`config.mk`:
```
export PLATFORM = sky130hd
export DESIGN_NAME = bbe_knot_ram
export DESIGN_NICKNAME = d
export VERILOG_FILES = /design/src/hw/rtl/bbe_pkg.sv /design/src/hw/rtl/bbe_knot_ram.sv
export SDC_FILE = /design/constraint.sdc
export NUM_CORES = 2
export LEC_CHECK = 0
export CAP_MARGIN = 20
export CORE_MARGIN = 10
export CORE_UTILIZATION = 40
export DETAILED_ROUTE_END_ITERATION = 10
export DONT_BUFFER_PORTS = 1
export SYNTH_ARGS = -nofsm -noshare
export SYNTH_HDL_FRONTEND = slang
export SYNTH_SLANG_ARGS = --single-unit
export TNS_END_PERCENT = 1
```
`constraint.sdc`:
```
create_clock -name clk -period 8.9 [get_ports clk]
set_input_delay 2.67 -clock clk [delete_from_list [all_inputs] [get_ports clk]]
set_output_delay 2.67 -clock clk [all_outputs]
set_load 0.02 [all_outputs]
```
`src/hw/rtl/bbe_pkg.sv`:
```
// Package for the B-spline basis evaluator: sizes, constants, payload types,
// state encodings and the 48-bit saturation helper.
// Depends on nothing; every RTL file of the block refers to it by scoped names.
`default_nettype none

package bbe_pkg;

  localparam int MAX_ORDER  = 4;
  localparam int KNOT_DEPTH = 64;
  localparam int KNOT_W     = 32;
  localparam int VAL_W      = 48;
  localparam int KNOT_AW    = $clog2(KNOT_DEPTH);
  localparam int CNT_W      = $clog2(KNOT_DEPTH + 1);
  localparam int ORD_W      = $clog2(MAX_ORDER + 1);
  localparam int SPAN_W     = KNOT_AW + 2;
  localparam int MD_AW      = VAL_W + 1 + ORD_W;
  localparam int MD_BW      = KNOT_W + 1;
  localparam int MD_PW      = MD_AW + MD_BW;
  localparam int MD_CW      = $clog2(MD_PW + 1);
  localparam int CFG_IDX_W  = 1;
  localparam int CFG_DATA_W = 7;

  localparam logic [2:0] ORDER_RESET = 3'd4;
  localparam logic [6:0] KNOTS_RESET = 7'd64;

  localparam logic signed [VAL_W-1:0] SAT_HI  = {1'b0, {(VAL_W-1){1'b1}}};
  localparam logic signed [VAL_W-1:0] SAT_LO  = {1'b1, {(VAL_W-1){1'b0}}};
  localparam logic signed [VAL_W-1:0] ONE_Q32 = 48'sh0001_0000_0000;
  localparam logic signed [MD_BW-1:0] DIFF_SCALE = 33'sd65536;

  typedef enum logic [0:0] {
    CMD_LOAD = 1'b0,
    CMD_EVAL = 1'b1
  } cmd_t;

  typedef enum logic [CFG_IDX_W-1:0] {
    REG_ORDER = 1'b0,
    REG_KNOTS = 1'b1
  } cfg_reg_t;

  typedef struct packed {
    logic                     command;
    logic [5:0]               knot_index;
    logic signed [KNOT_W-1:0] knot_value;
    logic signed [KNOT_W-1:0] x_value;
    logic [1:0]               deriv_order;
  } req_t;

  typedef struct packed {
    logic signed [6:0]       basis_offset;
    logic signed [VAL_W-1:0] basis_value;
    logic                    out_of_range;
    logic                    last_of_run;
  } res_t;

  typedef struct packed {
    logic                    start;
    logic signed [MD_AW-1:0] a;
    logic signed [MD_BW-1:0] b;
    logic signed [MD_BW-1:0] d;
  } md_req_t;

  typedef struct packed {
    logic                    done;
    logic signed [VAL_W-1:0] q;
  } md_rsp_t;

  typedef enum logic [1:0] {
    PH_VAL,
    PH_DIFF,
    PH_SMOOTH
  } phase_t;

  typedef enum logic [1:0] {
    MD_IDLE,
    MD_MUL,
    MD_DIV,
    MD_FIN
  } md_state_t;

  typedef enum logic [4:0] {
    ST_IDLE,
    ST_SRCH_RD,
    ST_SRCH_CMP,
    ST_EDGE_RD,
    ST_EDGE_CMP,
    ST_PLAN,
    ST_INIT_D,
    ST_FETCH_P,
    ST_FETCH_Q,
    ST_GET_A,
    ST_GET_B,
    ST_MD1,
    ST_MD1_W,
    ST_MD2,
    ST_MD2_W,
    ST_WRITE,
    ST_SETLAST,
    ST_EMIT,
    ST_EMIT_W
  } top_state_t;

  function automatic logic signed [VAL_W-1:0] sat48(input logic signed [VAL_W:0] v);
    logic signed [VAL_W-1:0] r;
    if (v[VAL_W] != v[VAL_W-1]) begin
      r = v[VAL_W] ? SAT_LO : SAT_HI;
    end else begin
      r = v[VAL_W-1:0];
    end
    return r;
  endfunction

endpackage

`default_nettype wire

```
`src/hw/rtl/bbe_knot_ram.sv`:
```
// Knot table of the B-spline basis evaluator: one write port, one registered
// read port. Depends on bbe_pkg for depth and width.
`default_nettype none

module bbe_knot_ram (
  input  logic                                  clk,
  input  logic                                  we,
  input  logic [bbe_pkg::KNOT_AW-1:0]           waddr,
  input  logic signed [bbe_pkg::KNOT_W-1:0]     wdata,
  input  logic [bbe_pkg::KNOT_AW-1:0]           raddr,
  output logic signed [bbe_pkg::KNOT_W-1:0]     rdata
);

  logic signed [bbe_pkg::KNOT_W-1:0] mem [bbe_pkg::KNOT_DEPTH];

  always_ff @(posedge clk) begin
    if (we) begin
      mem[waddr] <= wdata;
    end
  end

  always_ff @(posedge clk) begin
    rdata <= mem[raddr];
  end

endmodule

`default_nettype wire

```
==> metrics.cfg <==
[yosys]
yosysSeqAreaShare_pct = 79.1
synth-async-reset-ratio_pct = 0
yosysUniqueCellTypes = 34
postSynthCellCount = 3324
yosysWarnings = 0
synth.avg_cell_area_um2 = 23.6
netlist_area_um2 = 78500
ys.flop_type = edfxtp_1
synth_fp_nets = 3370
synth-edff-count = 2048
ys_seq_elements = 2080

[cts]
root_buffer = clkbuf_16
clockBufferDepth = 3
cts_tree = built
cts-buffers-inserted = 202
clock_sink_count = 2080
clk_pin_slew_ps = 60
cts_hold_buf = 0
htreeDepth = 4
ctsResizeCount = 0
clk_latency_ps = 830
post_cts.repair.setup_buffers = 0

[floorplan]
rows = 162
core_um2 = 195000
die_w_um = 463
initial_utilization_pct = 40.3
die-area_um2 = 214000
io_pins = 78
die_h_um = 463

[detailed_routing]
ant_nets = 0
wl_per_cell_um = 31.8
wirelength_mm = 198
via_count = 35754
drtIter0Drc = 4704
drc = 0
first_pass_iters = 6
vias_per_cell = 5.74

[hold_path]
worstHoldStart = mem[13][17]
hold_class = reg -> reg
min_path_cells = 4
whs_endpoint = rdata[17]

[place]
gp_congestion = 0.745
io_buffers = 0
dp_cells = 5844
hpwl_mm = 99.7

[worst_setup_path]
r2r_end = rdata[21]
crit_required_ps = 9590
cp-end-kind = register
crit_type = in -> reg
r2r_slack_ps = 6450
r2r_start = mem[46][21]
start_kind = input pin
worst_ep_arrival_time_ps = 8060
rr_worst_depth = 5
critPathMaxFanout = 187

[power]
switchingPower_w = 0.00401
p_sw_share_pct = 20.1
comb_power_share_pct = 3.3
cellPowerDensity_nw_per_um2 = 225
seqPwrFrac_pct = 54.7
vdd_drop_max_mv = 0.159
pwr-share-clk_pct = 42.0
p_int_w = 0.0160
p_leak_nw = 27.0

[global_route]
grtUsageTotal_pct = 18.1
overflow = 0
antenna_found_initial = 5
grt_pass1_wl_mm = 281
grt_pass1_vias = 36305
grt_max_degree = 514

[run_status]
status = finished with violations
violations = slew limit

[sta]
fin_worst_skew_ps = 31.7
setup_viol = 0
maxSlewViolCount = 216
period_share_pct = 82.8
max_slew.worst_pin.slew_ps = 1730
relSlewSlack_pct = -15.1
fmaxAchievable_mhz = 136
hold_viol = 0
tns_ps = 0
rsz0062_at_grt = no
fin_crit_ps = 7370

[final_layout]
layout_commonest_cell = edfxtp_1
synthToLayoutAreaGrowth_pct = 12.8
stdcell_count = 6229
final_net_count = 3476
final_cell_mix = edfxtp_1 (2,048), mux4_2 (544), clkbuf_16 (206)
nFillCells = 16180
drive_gt1_share_pct = 27.1
seq_area_um2 = 62100
multi_input_area_um2 = 16000

[job]
cap_viol_max_count = 0

## cells by family after synthesis
group	count (synthesis)	synth area share, %
AOI/OAI and AO/OA	202	1.67
buffers and inverters	182	1.13
DFF	2080	79.1
muxes	637	16.8
and+or+nand+nor	223	1.27
## state kept, by name, indices dropped and copies added, names as in the netlist
name,cells
mem,2048
rdata,32
## worst max-delay path, stage by stage
cell and delay (ps):
buf_16 610, buf_16 620, buf_16 560, buf_16 810
mux4_2 650, mux2i_1 470, a21oi_1 180, a21oi_1 710
nor2_1 90
## layer usage
layer | wire length (µm) | vias up | GRT usage (%) | part of all wire, %
met5 | 0 | - | 0 | 0
met4 | 3840 | 0 | 4.35 | 1.9
met3 | 15200 | 249 | 3.57 | 7.7
met2 | 98100 | 1370 | 29.8 | 50
met1 | 80700 | 19634 | 25.1 | 41
li1 | - | 14501 | - | -
## cell usage after synthesis (2+ instances only)
master    instances  area share (%)
o221ai_1         27            0.30
edfxtp_1       2048              78
a21oi_1          62            0.40
nand4_1           2           0.016
nand3b_1          5           0.048
a22oi_1          12            0.11
or3b_2            3           0.033
buf_2            57            0.36
buf_4            25            0.24
nand2b_1          8           0.064
o22ai_1          84            0.67
and2_1            2           0.016
or3_1             3           0.024
nand3_1           5           0.032
mux2i_1          93             1.2
buf_6             5           0.072
a41o_1            4           0.051
clkbuf_1         74            0.35
o32ai_1           4           0.045
mux4_2          544              16
nand2_1          26            0.12
nor2b_1          15            0.12
a311oi_1          8           0.089
buf_1            21            0.10
or3b_1            2           0.022
nor2_1          137            0.65
and3_1            4           0.032
dfxtp_1          32            0.82
nor3_1            7           0.045
## worst max-delay path by stage
stage             start    endpoint  cells past startpoint
2_1_floorplan  waddr[3]  mem[48][0]                      4
4_1_cts        raddr[0]    rdata[0]                      4
3_5_place_dp   raddr[0]    rdata[0]                      4
6_report       raddr[0]   rdata[21]                      9
3_3_place_gp   raddr[0]    rdata[0]                      4
5_1_grt        raddr[0]   rdata[21]                      9
## area by class of cell
| type | count | area share, % |
|---|---|---|
| tap | 2624 | 3.71 |
| clock buffer | 271 | 6.15 |
| timing repair buffer | 84 | 0.803 |
| clock inverter | 103 | 1.11 |
| antenna | 5 | 0.0141 |
| multi-input combinational | 1062 | 18.0 |
| sequential | 2080 | 70.2 |
## stage by stage
step | setup WS [ps] | hold slack, ps | area, µm² | util, % | power, W
global placement | 3510 | 718 | 82000 | 42.0 | 0.0117
global route | 988 | 801 | 88500 | 45.4 | 0.0205
finish | 1530 | 747 | 88500 | 45.4 | 0.0200
floorplan | 3070 | 663 | 78500 | - | 0.0116
CTS | 4340 | 747 | 88400 | 45.3 | 0.0200
detailed placement | 3400 | 730 | 82000 | 42.0 | 0.0117
## power by group through the flow
| stage | logic, W | registers, W | clock network, W |
|---|---|---|---|
| floorplan | 0.000527 | 0.0111 | 0 |
| CTS | 0.000580 | 0.0109 | 0.00853 |
| global route | 0.000695 | 0.0109 | 0.00891 |
| detailed placement | 0.000578 | 0.0111 | 0 |
| finish | 0.000661 | 0.0109 | 0.00838 |
| global placement | 0.000577 | 0.0111 | 0 |
Note: power is estimated with default switching activity, not from simulation.
