==> src/hw/rtl/bbe_pkg.sv <==
// Package for the B-spline basis evaluator: sizes, constants, payload types,
// state encodings and the 48-bit saturation helper.
// Depends on nothing; every RTL file of the block refers to it by scoped names.
`default_nettype none

package bbe_pkg;

  localparam int MAX_ORDER  = 4;
  localparam int KNOT_DEPTH = 64;
  localparam int KNOT_W     = 32;
  localparam int VAL_W      = 48;
  localparam int KNOT_AW    = $clog2(KNOT_DEPTH);
  localparam int CNT_W      = $clog2(KNOT_DEPTH + 1);
  localparam int ORD_W      = $clog2(MAX_ORDER + 1);
  localparam int SPAN_W     = KNOT_AW + 2;
  localparam int MD_AW      = VAL_W + 1 + ORD_W;
  localparam int MD_BW      = KNOT_W + 1;
  localparam int MD_PW      = MD_AW + MD_BW;
  localparam int MD_CW      = $clog2(MD_PW + 1);
  localparam int CFG_IDX_W  = 1;
  localparam int CFG_DATA_W = 7;

  localparam logic [2:0] ORDER_RESET = 3'd4;
  localparam logic [6:0] KNOTS_RESET = 7'd64;

  localparam logic signed [VAL_W-1:0] SAT_HI  = {1'b0, {(VAL_W-1){1'b1}}};
  localparam logic signed [VAL_W-1:0] SAT_LO  = {1'b1, {(VAL_W-1){1'b0}}};
  localparam logic signed [VAL_W-1:0] ONE_Q32 = 48'sh0001_0000_0000;
  localparam logic signed [MD_BW-1:0] DIFF_SCALE = 33'sd65536;

  typedef enum logic [0:0] {
    CMD_LOAD = 1'b0,
    CMD_EVAL = 1'b1
  } cmd_t;

  typedef enum logic [CFG_IDX_W-1:0] {
    REG_ORDER = 1'b0,
    REG_KNOTS = 1'b1
  } cfg_reg_t;

  typedef struct packed {
    logic                     command;
    logic [5:0]               knot_index;
    logic signed [KNOT_W-1:0] knot_value;
    logic signed [KNOT_W-1:0] x_value;
    logic [1:0]               deriv_order;
  } req_t;

  typedef struct packed {
    logic signed [6:0]       basis_offset;
    logic signed [VAL_W-1:0] basis_value;
    logic                    out_of_range;
    logic                    last_of_run;
  } res_t;

  typedef struct packed {
    logic                    start;
    logic signed [MD_AW-1:0] a;
    logic signed [MD_BW-1:0] b;
    logic signed [MD_BW-1:0] d;
  } md_req_t;

  typedef struct packed {
    logic                    done;
    logic signed [VAL_W-1:0] q;
  } md_rsp_t;

  typedef enum logic [1:0] {
    PH_VAL,
    PH_DIFF,
    PH_SMOOTH
  } phase_t;

  typedef enum logic [1:0] {
    MD_IDLE,
    MD_MUL,
    MD_DIV,
    MD_FIN
  } md_state_t;

  typedef enum logic [4:0] {
    ST_IDLE,
    ST_SRCH_RD,
    ST_SRCH_CMP,
    ST_EDGE_RD,
    ST_EDGE_CMP,
    ST_PLAN,
    ST_INIT_D,
    ST_FETCH_P,
    ST_FETCH_Q,
    ST_GET_A,
    ST_GET_B,
    ST_MD1,
    ST_MD1_W,
    ST_MD2,
    ST_MD2_W,
    ST_WRITE,
    ST_SETLAST,
    ST_EMIT,
    ST_EMIT_W
  } top_state_t;

  function automatic logic signed [VAL_W-1:0] sat48(input logic signed [VAL_W:0] v);
    logic signed [VAL_W-1:0] r;
    if (v[VAL_W] != v[VAL_W-1]) begin
      r = v[VAL_W] ? SAT_LO : SAT_HI;
    end else begin
      r = v[VAL_W-1:0];
    end
    return r;
  endfunction

endpackage

`default_nettype wire

==> src/hw/rtl/bbe_muldiv.sv <==
// Shared product-quotient unit: a*b/d truncated toward zero and saturated to
// 48 bits, by shift-add multiply then restoring division. Depends on bbe_pkg.
`default_nettype none

module bbe_muldiv (
  input  logic              clk,
  input  logic              rst,
  input  bbe_pkg::md_req_t  md_req,
  output bbe_pkg::md_rsp_t  md_rsp
);

  bbe_pkg::md_state_t state;

  logic [bbe_pkg::MD_PW-1:0] acc;
  logic [bbe_pkg::MD_PW-1:0] mshift;
  logic [bbe_pkg::MD_BW-1:0] mb;
  logic [bbe_pkg::MD_BW-1:0] ud;
  logic [bbe_pkg::MD_BW:0]   rem;
  logic [bbe_pkg::MD_CW-1:0] cnt;
  logic                      neg;
  logic                      done;
  logic signed [bbe_pkg::VAL_W-1:0] q_out;

  logic [bbe_pkg::MD_AW-1:0] mag_a;
  logic [bbe_pkg::MD_BW-1:0] mag_b;
  logic [bbe_pkg::MD_BW-1:0] mag_d;
  logic [bbe_pkg::MD_BW:0]   rem_sh;
  logic                      qbit;
  logic                      trivial;

  always_comb begin
    mag_a   = md_req.a[bbe_pkg::MD_AW-1] ? -md_req.a : md_req.a;
    mag_b   = md_req.b[bbe_pkg::MD_BW-1] ? -md_req.b : md_req.b;
    mag_d   = md_req.d[bbe_pkg::MD_BW-1] ? -md_req.d : md_req.d;
    trivial = (md_req.a == '0) || (md_req.b == '0) || (md_req.d == '0);
    rem_sh  = {rem[bbe_pkg::MD_BW-1:0], acc[bbe_pkg::MD_PW-1]};
    qbit    = (rem_sh >= {1'b0, ud});
  end

  always_ff @(posedge clk) begin
    if (rst) begin
      state <= bbe_pkg::MD_IDLE;
      done  <= 1'b0;
    end else begin
      done <= 1'b0;
      unique case (state)
        bbe_pkg::MD_IDLE: begin
          if (md_req.start) begin
            if (trivial) begin
              done <= 1'b1;
            end else begin
              state <= bbe_pkg::MD_MUL;
            end
          end
        end
        bbe_pkg::MD_MUL: begin
          if (cnt == bbe_pkg::MD_CW'(bbe_pkg::MD_BW - 1)) begin
            state <= bbe_pkg::MD_DIV;
          end
        end
        bbe_pkg::MD_DIV: begin
          if (cnt == bbe_pkg::MD_CW'(bbe_pkg::MD_PW - 1)) begin
            state <= bbe_pkg::MD_FIN;
          end
        end
        bbe_pkg::MD_FIN: begin
          state <= bbe_pkg::MD_IDLE;
          done  <= 1'b1;
        end
        default: state <= bbe_pkg::MD_IDLE;
      endcase
    end
  end

  always_ff @(posedge clk) begin
    case (state)
      bbe_pkg::MD_IDLE: begin
        if (md_req.start) begin
          acc    <= '0;
          mshift <= bbe_pkg::MD_PW'(mag_a);
          mb     <= mag_b;
          ud     <= mag_d;
          cnt    <= '0;
          neg    <= (md_req.a[bbe_pkg::MD_AW-1] ^ md_req.b[bbe_pkg::MD_BW-1])
                    ^ md_req.d[bbe_pkg::MD_BW-1];
          q_out  <= '0;
        end
      end
      bbe_pkg::MD_MUL: begin
        if (mb[0]) begin
          acc <= acc + mshift;
        end
        mshift <= mshift << 1;
        mb     <= mb >> 1;
        if (cnt == bbe_pkg::MD_CW'(bbe_pkg::MD_BW - 1)) begin
          cnt <= '0;
          rem <= '0;
        end else begin
          cnt <= cnt + 1'b1;
        end
      end
      bbe_pkg::MD_DIV: begin
        rem <= qbit ? (rem_sh - {1'b0, ud}) : rem_sh;
        acc <= {acc[bbe_pkg::MD_PW-2:0], qbit};
        cnt <= cnt + 1'b1;
      end
      bbe_pkg::MD_FIN: begin
        if (neg) begin
          if (acc >= (bbe_pkg::MD_PW'(1) << (bbe_pkg::VAL_W - 1))) begin
            q_out <= bbe_pkg::SAT_LO;
          end else begin
            q_out <= -$signed(acc[bbe_pkg::VAL_W-1:0]);
          end
        end else begin
          if (acc > bbe_pkg::MD_PW'(bbe_pkg::SAT_HI)) begin
            q_out <= bbe_pkg::SAT_HI;
          end else begin
            q_out <= acc[bbe_pkg::VAL_W-1:0];
          end
        end
      end
      default: ;
    endcase
  end

  assign md_rsp.done = done;
  assign md_rsp.q    = q_out;

endmodule

`default_nettype wire

==> config.mk <==
export PLATFORM = sky130hd
export DESIGN_NAME = bbe_muldiv
export DESIGN_NICKNAME = d
export VERILOG_FILES = /design/src/hw/rtl/bbe_pkg.sv /design/src/hw/rtl/bbe_muldiv.sv
export SDC_FILE = /design/constraint.sdc
export NUM_CORES = 1
export LEC_CHECK = 0
export ABC_AREA = 1
export BUFFER_PORTS_ARGS = -buffer_cell sky130_fd_sc_hd__buf_2
export CORE_MARGIN = 3
export CORE_UTILIZATION = 30
export CTS_BUF_LIST = sky130_fd_sc_hd__clkbuf_16
export CTS_CLUSTER_DIAMETER = 40
export DETAILED_ROUTE_END_ITERATION = 6
export SYNTH_ARGS = -nofsm -noshare
export SYNTH_HDL_FRONTEND = slang
export SYNTH_SLANG_ARGS = --single-unit
export TNS_END_PERCENT = 10
==> constraint.sdc <==
create_clock -name clk -period 9.4 [get_ports clk]
set_input_delay 1.88 -clock clk [delete_from_list [all_inputs] [get_ports clk]]
set_output_delay 1.88 -clock clk [all_outputs]
set_load 0.02 [all_outputs]
==> parameters.txt, run 1 <==
Parameter                              Value

Die
  Core box area ... between 90000 and 100000 um^2
  Io pins ... 170
  DIE WIDTH ... around 320 um
  Die Ht ... 316 um
  Floorplan row count ... between 100 and 150
  Die outline area ... ~100000 um^2
  Effective utilization at floorplan ... a little under a third

Finish
  Area growth from synthesis to layout ... 14.1%
  Finished layout cell area ... 33000 um^2
  Non-filler cells in the finished layout ... ~5900
  Diodes inserted ... 0
  Share of layout cells above drive strength 1 ... under 10%
  Final cell utilization of the core ... 34.6%
  Net total in the final layout ... just under 5000

Place
  Post-placement setup slack ... 4.19 ns
  Number of buffers added on ports ... 169
  Detailed placer's ending HPWL ... roughly 80000 um
  Number of cells after detailed placement ... roughly 5800
  Final Wtd Congestion ... a little under 1
  Area after detailed placement ... between 30000 and 40000 um^2

Routing
  Total Wirelength ... 101000 um
  Routed wire per std cell ... between 15 and 20 um
  Count of unresolved DRC violations after routing ... 0
  Total vias in the final route ... about 29000
  Iteration count of the initial detailed-routing pass ... 5
  Wire length on met2 ... 42800 um
  Detailed-route vias per instance ... just under 5
  Uppermost layer routed ... met4
  Length of routed met3 wiring ... ~7300 um
  Antenna Nets Post-Route ... 0
  Initial DRC count ... ~2400
  Post-Route M1 WL ... between 40000 and 50000 um

Clocking
  Cells resized by post-CTS repair ... 0
  Buffers inserted by post-CTS timing repair ... 0
  Clock latency at the later pin of the worst-skew pair ... ~0.62 ns
  Maximum count of clock buffers along a single path ... 3
  Number of H-tree branching levels ... 2
  Total clock buffers created by CTS ... 55
  # hold bufs at CTS ... 0
  Number of sinks handled by clock tree synthesis ... about 330
  Buffer type at the clock tree root ... sky130_fd_sc_hd__clkbuf_16
  Clock slew seen by the registers of the worst setup and hold paths ... about 0.05 ns
  Clock tree from TritonCTS ... yes

Synth
  Post-synth EDFFs ... around 330
  Number of warning messages in the yosys log ... 0
  Synthesis-stage register bit count ... between 300 and 400
  Post-Syn Area per Cell ... roughly 6.5 um^2
  Ys async rst share ... 0%
  Top flip-flop cell by instance count after synthesis ... sky130_fd_sc_hd__edfxtp_1
  Cells after Synth ... ~4400
  Sequential share of the synthesized area ... between 30% and 40%
  Cell area after synthesis ... 28900 um^2
  Syn nets ... around 4700
  Netlist cell types ... 53

Setup path
  Critical Path Start Type ... input port
  Largest fanout on the critical path ... 3
  Category of the most critical setup path ... input port to flip-flop
  Required time worst endpoint ... about 9.9 ns
  Worst endpoint data arrival time ... a little under 5 ns
  Slack of the worst reg-to-reg path ... roughly 5.5 ns
  Worst reg2reg path depth ... 9
  Launch instance of the worst register-to-register path ... acc[47]
  Critical Path Sink Type ... flip-flop
  Destination of the worst register-to-register timing path ... q_out[25]

Pwr
  Peak supply drop ... about 0.19 mV
  Lkg Pwr ... around 16 nW
  Power per standard cell area ... between 300 and 400 nW/um^2
  Final Total Pwr ... 11.9 mW

STA
  Number of hold-slack violations in the final timing report ... 0
  Final worst setup slack ... a little under 5 ns
  Shortest clock period the worst path allows after layout ... ~4.5 ns
  Final setup violation count ... 0
  Worst setup skew after layout ... 0.0259 ns
  Relative slew margins ... approximately 18%
  Slew @ Worst Pin ... between 1 and 1.5 ns
  Final worst hold slack ... about 0.52 ns
  Maximum operating frequency ... between 200 and 250 MHz
  Max-slew violation total from the final report ... 0
  RSZ-0062 raised after global routing ... no
  Final period util ... between 40 and 50%
  Total Negative Setup Slacks ... 0 ns

Worst hold path
  Hold Crit Depth ... 2
  WHS Endpoint ... mb[2]
  Worst hold path type ... flip-flop to flip-flop
  Origin of the worst min-delay path ... mb[3]

Global route
  Pin count of the biggest net entering global routing ... roughly 100
  Antenna violations before repair ... 0
  Overall global routing resource usage ... roughly 20%
  Aggregate global routing overflow ... 0
  Number of global-route vias before repair ... approximately 27000
  Global-route wire length before repair ... 155000 um

Run status
  Run status ... finished, final reports clean

Run
  Count of maximum capacitance violations ... 0
==> synth_stat cells, types with 2 or more instances <==
| master | number | area [um^2] |
|---|---|---|
| sky130_fd_sc_hd__o31ai_1 | 17 | 128 |
| sky130_fd_sc_hd__ha_1 | 129 | 1610 |
| sky130_fd_sc_hd__xnor2_1 | 26 | 228 |
| sky130_fd_sc_hd__a31oi_1 | 11 | 68.8 |
| sky130_fd_sc_hd__nor2_4 | 2 | 22.5 |
| sky130_fd_sc_hd__a21oi_1 | 279 | 1400 |
| sky130_fd_sc_hd__o21ai_0 | 165 | 826 |
| sky130_fd_sc_hd__xor2_1 | 68 | 596 |
| sky130_fd_sc_hd__clkbuf_1 | 69 | 259 |
| sky130_fd_sc_hd__buf_4 | 10 | 75.1 |
| sky130_fd_sc_hd__nor3_1 | 56 | 280 |
| sky130_fd_sc_hd__and2_1 | 3 | 18.8 |
| sky130_fd_sc_hd__nand2_1 | 1385 | 5200 |
| sky130_fd_sc_hd__nand3b_1 | 19 | 143 |
| sky130_fd_sc_hd__nor3_4 | 4 | 65.1 |
| sky130_fd_sc_hd__o41ai_1 | 2 | 17.5 |
| sky130_fd_sc_hd__nand2_2 | 3 | 18.8 |
| sky130_fd_sc_hd__nor2_1 | 574 | 2150 |
| sky130_fd_sc_hd__buf_1 | 12 | 45.0 |
| sky130_fd_sc_hd__buf_2 | 5 | 25.0 |
| sky130_fd_sc_hd__nand3_2 | 2 | 20.0 |
| sky130_fd_sc_hd__fa_1 | 2 | 40.0 |
| sky130_fd_sc_hd__nor3_2 | 4 | 40.0 |
| sky130_fd_sc_hd__inv_2 | 6 | 22.5 |
| sky130_fd_sc_hd__nor4_2 | 2 | 25.0 |
| sky130_fd_sc_hd__a21boi_0 | 3 | 22.5 |
| sky130_fd_sc_hd__or2_2 | 34 | 213 |
| sky130_fd_sc_hd__buf_6 | 2 | 22.5 |
| sky130_fd_sc_hd__nor2_2 | 12 | 75.1 |
| sky130_fd_sc_hd__inv_1 | 719 | 2700 |
| sky130_fd_sc_hd__edfxtp_1 | 325 | 9760 |
| sky130_fd_sc_hd__o21bai_1 | 23 | 173 |
| sky130_fd_sc_hd__nor4_1 | 36 | 225 |
| sky130_fd_sc_hd__o211ai_1 | 3 | 22.5 |
| sky130_fd_sc_hd__or2_1 | 3 | 18.8 |
| sky130_fd_sc_hd__a21o_1 | 8 | 60.1 |
| sky130_fd_sc_hd__dfxtp_1 | 3 | 60.1 |
| sky130_fd_sc_hd__and3_1 | 5 | 31.3 |
| sky130_fd_sc_hd__nand3_1 | 320 | 1600 |
| sky130_fd_sc_hd__nand4_1 | 61 | 382 |
| sky130_fd_sc_hd__o21a_1 | 5 | 37.5 |
| sky130_fd_sc_hd__o21ai_1 | 13 | 65.1 |
==> sequential cells by signal (all words and copies together) (netlist names) <==
signal,count
done,1
cnt,7
rem,33
mb,33
state,2
neg,1
ud,33
acc,85
mshift,85
q_out,48
==> how the worst max path moves through the flow <==
stage | endpoint | cells after the start | start
6_report | state[1] | 21 | md_req[0]
5_1_grt | state[1] | 21 | md_req[0]
4_1_cts | state[1] | 21 | md_req[0]
3_5_place_dp | state[1] | 21 | md_req[0]
3_3_place_gp | state[1] | 21 | md_req[0]
2_1_floorplan | mb[0] | 7 | state[1]
==> cell type report <==
| cell class | instances | area, um^2 |
|---|---|---|
| Clock buffer | 55 | 1380 |
| Clock inverter | 48 | 536 |
| Fill cell | 10446 | 62300 |
| Inverter | 725 | 2720 |
| Multi-Input combinational cell | 3290 | 16000 |
| Sequential cell | 328 | 9820 |
| Tap cell | 1265 | 1580 |
| Timing Repair Buffer | 184 | 958 |
==> cell usage in the layout (no fill, tap or decap), types with 36 or more instances in the layout <==
cell,count
sky130_fd_sc_hd__a21oi_1,279
sky130_fd_sc_hd__nand4_1,61
sky130_fd_sc_hd__nand2_1,1385
sky130_fd_sc_hd__edfxtp_1,325
sky130_fd_sc_hd__ha_1,127
sky130_fd_sc_hd__o21ai_0,163
sky130_fd_sc_hd__clkbuf_16,55
sky130_fd_sc_hd__inv_1,724
sky130_fd_sc_hd__nand3_1,320
sky130_fd_sc_hd__nor3_1,56
sky130_fd_sc_hd__nor2_1,573
sky130_fd_sc_hd__xor2_1,68
sky130_fd_sc_hd__nor4_1,36
sky130_fd_sc_hd__buf_2,169
==> cell families (layout without fill, tap and decap cells) <==
family | count (synthesis) | count (layout) | share of synthesized area [%]
XOR/XNOR | 94 | 94 | 2.85
flip-flops | 328 | 328 | 34.0
adder cells (fa/ha/maj) | 131 | 131 | 5.72
AND/OR/NAND/NOR | 2531 | 2531 | 36.7
AO/OA/AOI/OAI | 534 | 534 | 9.90
buffers and inverters | 823 | 1012 | 10.9
==> power by group <==
group	total (mW)	internal, mW	switching [mW]
logic	6.58	1.96	4.63
registers	3.20	2.49	0.710
clock network	2.09	1.31	0.781
total	11.9	5.76	6.12
==> layer usage <==
layer	vias up	global-route usage (%)
met5	-	0
met4	0	6.45
met3	153	2.98
met2	877	30.6
met1	13272	28.2
li1	14582	-
==> worst max-delay path: stages <==
cell and delay, ns:
sky130_fd_sc_hd__buf_2 0.10, sky130_fd_sc_hd__inv_1 0.09, sky130_fd_sc_hd__ha_1 0.16, sky130_fd_sc_hd__inv_1 0.05, sky130_fd_sc_hd__nor3_1 0.20, sky130_fd_sc_hd__nand2_1 0.14, sky130_fd_sc_hd__nor2_2 0.14, sky130_fd_sc_hd__nand4_1 0.16
sky130_fd_sc_hd__nor2_1 0.40, sky130_fd_sc_hd__nand3_1 0.22, sky130_fd_sc_hd__nor2_1 0.17, sky130_fd_sc_hd__nand3_1 0.12, sky130_fd_sc_hd__nor4_1 0.42, sky130_fd_sc_hd__ha_1 0.25, sky130_fd_sc_hd__inv_1 0.05, sky130_fd_sc_hd__nand3_1 0.09
sky130_fd_sc_hd__nand2_1 0.07, sky130_fd_sc_hd__nand2_1 0.11, sky130_fd_sc_hd__nand2_1 0.06, sky130_fd_sc_hd__nand2_1 0.05, sky130_fd_sc_hd__nor2_1 0.04
(Power assumes the default switching activity.)
==> run 2, diff against run 1 <==
==> constraint.sdc (replaced) <==
create_clock -name clk -period 4.6 [get_ports clk]
set_input_delay 0.92 -clock clk [delete_from_list [all_inputs] [get_ports clk]]
set_output_delay 0.92 -clock clk [all_outputs]
set_load 0.02 [all_outputs]
==> run 2 against run 1 <==
  * Non-clock buffer count is 9 higher
  * Final area rose by 1.5%
  * Wire length rose by 2.3%
  * Via count about the same
  * Sequential cell count did not move
  * Power rose by 110%
  * Largest cell class unchanged
  * Largest power group unchanged
==> parameters.txt, run 2 (same netlist as run 1, synthesis figures left out) <==
Parameter                              Value

Run status
  Run status ... finished, final reports clean

STA
  Max-slew violation total from the final report ... 0
  Worst setup skew after layout ... approximately 0.03 ns
  Relative slew margins ... around 25%
  Number of hold-slack violations in the final timing report ... 0
  Shortest clock period the worst path allows after layout ... 3.29 ns
  Final period util ... between 70% and 80%
  Slew @ Worst Pin ... around 1.1 ns
  Maximum operating frequency ... between 300 and 400 MHz
  Final setup violation count ... 0
  Final worst setup slack ... approximately 1.3 ns
  RSZ-0062 raised after global routing ... no
  Total Negative Setup Slacks ... 0 ns

Die
  DIE WIDTH ... about 320 um
  Floorplan row count ... 113
  Effective utilization at floorplan ... a little under a third
  Core box area ... 95300 um^2
  Die outline area ... approximately 100000 um^2
  Die Ht ... 316 um
  Io pins ... 170

Pwr
  Power per standard cell area ... about 750 nW/um^2
  Peak supply drop ... about 0.47 mV
  Lkg Pwr ... around 16 nW

Routing
  Uppermost layer routed ... met4
  Total vias in the final route ... between 20000 and 30000
  Detailed-route vias per instance ... ~4.9
  Total Wirelength ... just over 100000 um
  Length of routed met3 wiring ... ~7500 um
  Iteration count of the initial detailed-routing pass ... 6
  Count of unresolved DRC violations after routing ... 0
  Antenna Nets Post-Route ... 0
  Routed wire per std cell ... between 15 and 20 um
  Post-Route M1 WL ... 48900 um
  Wire length on met2 ... around 44000 um
  Initial DRC count ... about 2600

Setup path
  WP depth ... 13
  Largest fanout on the critical path ... 40
  Critical Path Sink Type ... flip-flop
  Worst endpoint data arrival time ... approximately 3.6 ns
  Delay of the slowest cell on the worst path ... approximately 0.44 ns
  Cell with the biggest individual delay on the critical path ... sky130_fd_sc_hd__edfxtp_1
  Bufs and invs on worst path ... 2
  Top delay family on crit path ... simple AND/OR/NAND/NOR gates
  Series of cell instances along the critical path ... inv_1 > ha_1 > fa_1 > o21ai_2 > a21boi_2 > o21ai_1 > nand2_1 > nand3_2 > nand2_2 > nand2_4 > inv_2 > nor2_1 > nor2_1
  Required time worst endpoint ... between 4 and 5 ns
  Worst reg2reg path depth ... 13
  Critical Path Start Type ... flip-flop
  Most frequent cell on the critical path ... sky130_fd_sc_hd__nor2_1
  Category of the most critical setup path ... flip-flop to flip-flop

Place
  Detailed placer's ending HPWL ... between 80000 and 90000 um
  Final Wtd Congestion ... 1.02
  Number of cells after detailed placement ... between 5000 and 6000
  Post-placement setup slack ... between 0.6 and 0.7 ns
  Number of buffers added on ports ... roughly 170

Finish
  Multi-input logic area ... about 16000 um^2
  Most common cell after layout, fill and taps aside ... sky130_fd_sc_hd__nand2_1
  Leading cell types in the layout, fill and taps excluded ... sky130_fd_sc_hd__nand2_1, sky130_fd_sc_hd__inv_1, sky130_fd_sc_hd__nor2_1
  Register cell area after layout ... roughly 9800 um^2
  Area growth from synthesis to layout ... 15.9%
  Largest regs ... acc: 85 flops, mshift: 85 flops, q_out: 48 flops
  Share of layout cells above drive strength 1 ... just over 8%
  Non-filler cells in the finished layout ... 5921
  Diodes inserted ... 0
  Fill count ... 10399
  Net total in the final layout ... 4856

Clocking
  Buffer type at the clock tree root ... sky130_fd_sc_hd__clkbuf_16
  Clock slew seen by the registers of the worst setup and hold paths ... approximately 0.050 ns
  Clock latency at the later pin of the worst-skew pair ... 0.62 ns
  Buffers inserted by post-CTS timing repair ... 0
  Number of sinks handled by clock tree synthesis ... 328
  Cells resized by post-CTS repair ... 0
  # hold bufs at CTS ... 0
  Total clock buffers created by CTS ... between 60 and 70
  Clock tree from TritonCTS ... yes
  Number of H-tree branching levels ... 3
  Maximum count of clock buffers along a single path ... 3

Worst hold path
  Worst hold path type ... input port to flip-flop
  Hold Crit Depth ... 2

Global route
  Pin count of the biggest net entering global routing ... between 150 and 200
  Aggregate global routing overflow ... 0
  Antenna violations before repair ... 3
  Number of global-route vias before repair ... 27126
  Global-route wire length before repair ... roughly 160000 um
  Overall global routing resource usage ... 20.3%

Run
  Count of maximum capacitance violations ... 0
run 2: cell type report:
class	count	area share, %
Timing Repair Buffer	193	3.18
Tap cell	1265	4.73
Multi-Input combinational cell	3290	47.7
Clock inverter	52	1.82
Sequential cell	328	29.3
Inverter	725	8.13
Clock buffer	68	5.08
run 2: where the power goes:
part	internal, mW	switching (mW)	leakage (nW)
clock network	3.25	1.79	1.15
registers	5.09	1.47	3.26
logic	4.06	9.57	11.3
total	12.4	12.8	15.8
run 2: worst paths after layout:
kind,start,end,slack [ns]
hold reg to reg,mb[5],mb[4],0.52
hold / removal,rst,done,0.49
setup reg to reg,acc[84],rem[11],1.31
setup / recovery,acc[84],rem[11],1.31
run 2: per-layer routing:
layer,vias to the layer above,GRT usage (%)
met5,-,0
met4,0,5.07
met3,130,3.33
met2,916,31.3
met1,13233,29.5
li1,14629,-
run 2: stage by stage:
stage / total power, mW / util (%) / hold slack (ns) / instance area [um^2]
2_1_floorplan: 15.4 / - / 0.495 / 28900
3_3_place_gp: 19.9 / 32.7 / 0.507 / 31200
3_5_place_dp: 20.0 / 32.7 / 0.512 / 31200
4_1_cts: 25.1 / 35.1 / 0.451 / 33500
5_1_grt: 27.3 / 35.1 / 0.470 / 33500
6_report: 25.2 / 35.1 / 0.492 / 33500
run 2: worst reg2reg max path, delay by kind of cell, from the launching register on:
| kind | cells | cell delay (ns) |
|---|---|---|
| buf+inv | 2 | 0.42 |
| flops | 1 | 0.44 |
| fa+ha+maj | 2 | 0.64 |
| simple gates | 6 | 0.91 |
| compound gates | 3 | 0.62 |
